[config.mk]
export PLATFORM = sky130hd
export DESIGN_NAME = twcml_ctrl
export DESIGN_NICKNAME = d
export VERILOG_FILES = /design/src/twcml_pkg.sv /design/src/twcml_ctrl.sv
export SDC_FILE = /design/constraint.sdc
export NUM_CORES = 1
export LEC_CHECK = 0
export ABC_AREA = 1
export BUFFER_PORTS_ARGS = -buffer_cell sky130_fd_sc_hd__buf_2
export CAP_MARGIN = 15
export CORE_AREA = 2 2 39 41
export CTS_CLUSTER_SIZE = 40
export DETAILED_ROUTE_END_ITERATION = 16
export DIE_AREA = 0 0 41 43
export MAX_ROUTING_LAYER = met4
export SYNTH_ARGS = -nofsm -noshare
export SYNTH_HDL_FRONTEND = slang
export SYNTH_SLANG_ARGS = --single-unit
[constraint.sdc]
create_clock -name i_clk -period 2.37 [get_ports i_clk]
set_clock_uncertainty 0.1 [all_clocks]
set_input_delay 0.474 -clock i_clk [delete_from_list [all_inputs] [get_ports i_clk]]
set_output_delay 0.474 -clock i_clk [all_outputs]
set_load 0.01 [all_outputs]
[src/twcml_pkg.sv]
package twcml_pkg;

    // both dividends are 33 bits wide: the window end carries out of 32 bits
    localparam int DIV_W     = 33;
    localparam int DIV_CNT_W = $clog2(DIV_W);

    typedef enum logic [1:0] {
        CMD_QUERY        = 2'd0,
        CMD_MARK_BAD     = 2'd1,
        CMD_ZAP_CHAN     = 2'd2,
        CMD_ZAP_INTERVAL = 2'd3
    } t_cmd;

    typedef enum logic [1:0] {
        CFG_INTERVAL_LENGTH = 2'd0,
        CFG_NUM_INTERVALS   = 2'd1,
        CFG_NUM_CHANNELS    = 2'd2
    } t_cfg_idx;

    typedef enum logic [3:0] {
        S_CLEAR,
        S_IDLE,
        S_DECODE,
        S_RMW_RD,
        S_RMW_WR,
        S_DIV_START,
        S_DIV,
        S_CLAMP,
        S_RD_LO,
        S_RD_HI,
        S_MERGE,
        S_EMIT
    } t_state;

    typedef struct packed {
        logic accept;
        logic set_glob;
        logic clr_we;
        logic rmw_rd;
        logic rmw_wr;
        logic div_start;
        logic clamp;
        logic rd_lo;
        logic rd_hi;
        logic merge;
        logic emit;
    } t_dp_ctl;

    typedef struct packed {
        t_cmd cmd;
        logic load_ok;
        logic div_busy;
        logic clr_last;
        logic out_free;
    } t_dp_sts;

endpackage

[src/twcml_ctrl.sv]
module twcml_ctrl (
    input  logic                i_clk,
    input  logic                i_rst_n,
    input  logic                i_s_valid,
    output logic                o_s_ready,
    input  twcml_pkg::t_dp_sts  i_sts,
    output twcml_pkg::t_dp_ctl  o_ctl
);
    import twcml_pkg::*;

    t_state r_state;
    t_state n_state;

    always_ff @(posedge i_clk) begin
        if (!i_rst_n) begin
            r_state <= S_CLEAR;
        end else begin
            r_state <= n_state;
        end
    end

    always_comb begin
        n_state = r_state;
        unique case (r_state)
            S_CLEAR: begin
                if (i_sts.clr_last) n_state = S_IDLE;
            end
            S_IDLE: begin
                if (i_s_valid) n_state = S_DECODE;
            end
            S_DECODE: begin
                case (i_sts.cmd)
                    CMD_QUERY: n_state = S_DIV_START;
                    CMD_MARK_BAD, CMD_ZAP_INTERVAL: begin
                        n_state = i_sts.load_ok ? S_RMW_RD : S_EMIT;
                    end
                    default: n_state = S_EMIT;
                endcase
            end
            S_RMW_RD:    n_state = S_RMW_WR;
            S_RMW_WR:    n_state = S_EMIT;
            S_DIV_START: n_state = S_DIV;
            S_DIV: begin
                if (!i_sts.div_busy) n_state = S_CLAMP;
            end
            S_CLAMP: n_state = S_RD_LO;
            S_RD_LO: n_state = S_RD_HI;
            S_RD_HI: n_state = S_MERGE;
            S_MERGE: n_state = S_EMIT;
            S_EMIT: begin
                if (i_sts.out_free) n_state = S_IDLE;
            end
            default: n_state = S_IDLE;
        endcase
    end

    always_comb begin
        o_ctl     = '0;
        o_s_ready = 1'b0;
        unique case (r_state)
            S_CLEAR: o_ctl.clr_we = 1'b1;
            S_IDLE: begin
                o_s_ready    = 1'b1;
                o_ctl.accept = i_s_valid;
            end
            S_DECODE:    o_ctl.set_glob  = (i_sts.cmd == CMD_ZAP_CHAN);
            S_RMW_RD:    o_ctl.rmw_rd    = 1'b1;
            S_RMW_WR:    o_ctl.rmw_wr    = 1'b1;
            S_DIV_START: o_ctl.div_start = 1'b1;
            S_DIV:       ;
            S_CLAMP:     o_ctl.clamp     = 1'b1;
            S_RD_LO:     o_ctl.rd_lo     = 1'b1;
            S_RD_HI:     o_ctl.rd_hi     = 1'b1;
            S_MERGE:     o_ctl.merge     = 1'b1;
            S_EMIT:      o_ctl.emit      = i_sts.out_free;
            default:     ;
        endcase
    end

endmodule

After elaboration in Yosys (flattened, before gate mapping)

Cells that the tools add are included.

Bits in registers: 4
Input port bits: 9

Eq/ne operators: 18
Multiplexer cells: 19
Reduce and logical (&&, ||, !) cells: 5

Operators by type and width:

| cell                                           | number |
|---|---|
| one-hot mux 4 bit (11 select lines)            | 1 |
| 2-to-1 mux 4 bit                               | 5 |
| == test 4 x 3 -> 1 bit (second input constant) | 4 |
| == test 4 bit (second input constant)          | 4 |
| 2-to-1 mux 1 bit                               | 12 |
| == test 4 x 2 -> 1 bit (second input constant) | 2 |
| inequality test 2 bit (second input constant)  | 4 |
| one-hot mux 4 bit (2 select lines)             | 1 |
| == test 2 bit (second input constant)          | 2 |
| == test 4 x 1 -> 1 bit (second input constant) | 1 |
| logical NOT 4 bit                              | 1 |
| AND reduction 4 bit                            | 1 |
| OR reduction 2 bit                             | 2 |
| == test 2 x 1 -> 1 bit (second input constant) | 1 |
| logical NOT 2 bit                              | 1 |

Depth between registers and ports, before layout

Depth after elaboration: 4
Depth in mapped cells: 8

Least setup slack after synthesis

OpenSTA, ideal clock, no wires.

Path kind: register -> output
Start: register r_state[1]
End: output o_ctl[9] (netlist name)
Arrival: 901 ps
Required time: 1796 ps
Path slack: 895 ps
Cell stages (with the launch flop): 7
Buffers on the path: 0
Cell sequence: dfxtp_1 inv_2 nor2_2 nand2_1 inv_2 nand2_1 nor2_1

RTL lines:

| what                   | RTL line         | text |
|---|---|---|
| from (decl)            | twcml_ctrl.sv:11 | `t_state r_state;` |
| from (signal assigned) | twcml_ctrl.sv:18 | `r_state <= n_state;` |
| to (decl)              | twcml_ctrl.sv:7  | `output twcml_pkg::t_dp_ctl o_ctl` |

==> results_dict.tcl <==
set metrics [dict create \
    io_buffers 20 \
    max_freq_mhz 538 \
    status "complete, no violations" \
    via_per_inst 4.53 \
    die-area_mm2 0.00176 \
    power_frac_comb_pct 61.7 \
    ant_nets 0 \
    hold_viol_final 0 \
    cpMaxStageDelayCell "dfxtp_1" \
    first_pass_iters 4 \
    start_kind "flip-flop" \
    holdWs_ns 0.339 \
    post-route-period-util_pct 78.4 \
    r2r-end "r_state[1]$_SDFFE_PN0P_" \
    overflow 0 \
    drt-initial-drc-count 6 \
    crit_type "flip-flop to output port" \
    clock_path_buffers 2 \
    tns_ns 0 \
    synth_top_cell_area_share_pct 20.4 \
    end_kind "output port" \
    largest_register_ffs 4 \
    htreeDepth 1 \
    min_path_type "input port to flip-flop" \
    gp_congestion 0.771 \
    synth_seq_cells 4 \
    p_per_area_mw_per_mm2 1010 \
    crit_buf_inv 3 \
    leakagePower_uw 0.000326 \
    die_w_um 41 \
    min_delay_path_depth 3 \
    n_antenna_cell 0 \
    post-route-util_pct 38.7 \
    clk_latency_ns 0.23 \
    p_int_uw 273 \
    tightest_slew_ns 0.237 \
    reg2regPathDepth 7 \
    die_y_um 43 \
    wire_per_inst_um 8.98 \
    path_cells "inv_2 -> nor2_2 -> nand2_1 -> inv_2 -> nand2_1 -> nor2_1 -> buf_2" \
    relSlewSlack_pct 84.2 \
    drv_cap 0 \
    ys.warnings.count 0 \
    post_cts.repair.setup_buffers 0 \
    ioPinCount 21 \
    clkPwrFrac_pct 15.3 \
    first_global_vias 437 \
    crit_family "flip-flops" \
    cts.sinks 4 \
    clockRootBuffer "clkbuf_4" \
    coreArea_mm2 0.00138 \
    worstPathRequired_ns 1.80 \
    avgSynthCellArea_um2 5.53 \
    rsz0062_at_grt "no" \
    r2r-start "r_state[0]$_SDFFE_PN0P_" \
    antenna_found_initial 0 \
    grtUsageTotal_pct 14.1 \
    vdd_drop_max_mv 0.286 \
    rrSetupSlack_ns 1.07 \
    slew_violations 0 \
    setup_viol_count_final 0 \
    seq_power_share_pct 23.0 \
    p_sw_uw 269 \
    regMostFlops "r_state" \
    row_count 14 \
    yosysSeqAreaShare_pct 20.4 \
    crit_arrival_ns 1.28 \
    final_area_um2 536 \
    yosysUniqueCellTypes 17 \
    min_period_ns 1.86 \
    grt_max_degree 7 \
    total_power_uw 542 \
    placed_cell_area_um2 513 \
    start_util_pct 28.4 \
    drive_gt1_share_pct 40.4 \
    post-dp-hpwl_um 855 \
    synthCells 71 \
    area_growth_pct 36.3 \
    drc 0 \
    final_net_count 105 \
    synth_area_um2 393 \
    syn-num-nets 80 \
    cp-endpoint "o_ctl[9]" \
    top_regs "r_state (4)" \
    vias 498 \
    cts_resized 0 \
    drt-total-wl_um 988 \
    cts_tree "yes" \
    path_clk_slew_ns 0.04 \
    synth_area_leader_cell "dfxtp_1" \
    numCtsBuffers 3 \
    cp_num_cells 7 \
    nFillCells 167 \
    p_sw_share_pct 49.7 \
    cpPeakStageDelay_ns 0.40 \
    startpoint "r_state[1]$_SDFFE_PN0P_" \
    grt_first_pass_wirelength_um 1640 \
    postCtsHoldBufs 0 \
    synthTopCellsByArea "dfxtp_1 (20%), nor2_1 (16%), nand2_1 (13%)" \
    path_max_fanout 5 \
]
## worst reg2reg max path: stages, from the launching register on
cell and delay, ns:
dfxtp_1 0.44, nor2_1 0.12, nand2_1 0.10, nand2_1 0.06
nor2_1 0.13, nand3_1 0.11, nand2_1 0.09, a21oi_2 0.05
## logic make-up (layout without fill, tap and decap cells)
family                 after synthesis  after routing  share of synthesized area [%]
AND/OR/NAND/NOR                     46             46                           54.5
flip-flops                           4              4                           20.4
AO/OA/AOI/OAI                        8              8                           12.7
buffers and inverters               13             36                           12.4
## final cells by class
class / count / area (µm²) / share of cell area [%]
flip-flops and latches: 4 / 80.1 / 15.0
well taps: 16 / 20.0 / 3.74
inverters: 13 / 48.8 / 9.11
clock buffers: 3 / 22.5 / 4.21
multi-input cells: 54 / 264 / 49.3
repair buffers: 20 / 100 / 18.7
## placed cells by master (no fill, tap or decap), types with 3 or more instances in the layout
cell	synthesis	layout
clkbuf_4	0	3
inv_1	9	9
inv_2	4	4
buf_2	0	20
nor2_1	17	17
nand2_2	5	5
nand2_1	14	14
nor3_1	3	3
dfxtp_1	4	4
a21oi_1	3	3
## synthesized netlist by cell type
cell and count:
nor2_2 2, o21ai_2 1, a21oi_2 1, a21oi_1 3
nor2_4 1, nand2_4 1, nand3_1 2, inv_2 4
nor2_1 17, nor3_1 3, a22oi_1 1, nand2_2 5
nand4_1 1, o21ai_1 2, inv_1 9, dfxtp_1 4
nand2_1 14
## per-layer routing
| layer | wire length [µm] | global-route usage [%] | vias to the layer above |
|---|---|---|---|
| li1 | - | - | 266 |
| met4 | 0 | 12.0 | 0 |
| met3 | 52 | 0 | 0 |
| met2 | 515 | 21.6 | 15 |
| met1 | 421 | 16.0 | 217 |
| met5 | 0 | - | - |
## how the worst min path moves through the flow
stage	from	to
final	i_rst_n	r_state[3]$_SDFFE_PN0P_
after global routing	i_rst_n	r_state[3]$_SDFFE_PN0P_
after CTS	i_rst_n	r_state[3]$_SDFFE_PN0P_
after detailed placement	r_state[1]$_SDFFE_PN0P_	r_state[1]$_SDFFE_PN0P_
after global placement	r_state[1]$_SDFFE_PN0P_	r_state[1]$_SDFFE_PN0P_
after floorplan	r_state[1]$_SDFFE_PN0P_	r_state[1]$_SDFFE_PN0P_
## power by group through the flow
stage | Sequential [µW] | Combinational (µW) | Clock [µW]
3_5_place_dp | 125 | 334 | 0
3_3_place_gp | 124 | 336 | 0
4_1_cts | 124 | 335 | 88.4
2_1_floorplan | 120 | 248 | 0
6_report | 125 | 334 | 82.9
5_1_grt | 129 | 384 | 89.3
## through the flow
step	cells	setup WS (ns)
2_1_floorplan	71	0.895
3_3_place_gp	107	0.801
3_5_place_dp	107	0.761
4_1_cts	110	0.504
5_1_grt	110	0.422
6_report	110	0.513
No activity file was read; power rests on OpenSTA's default activity.
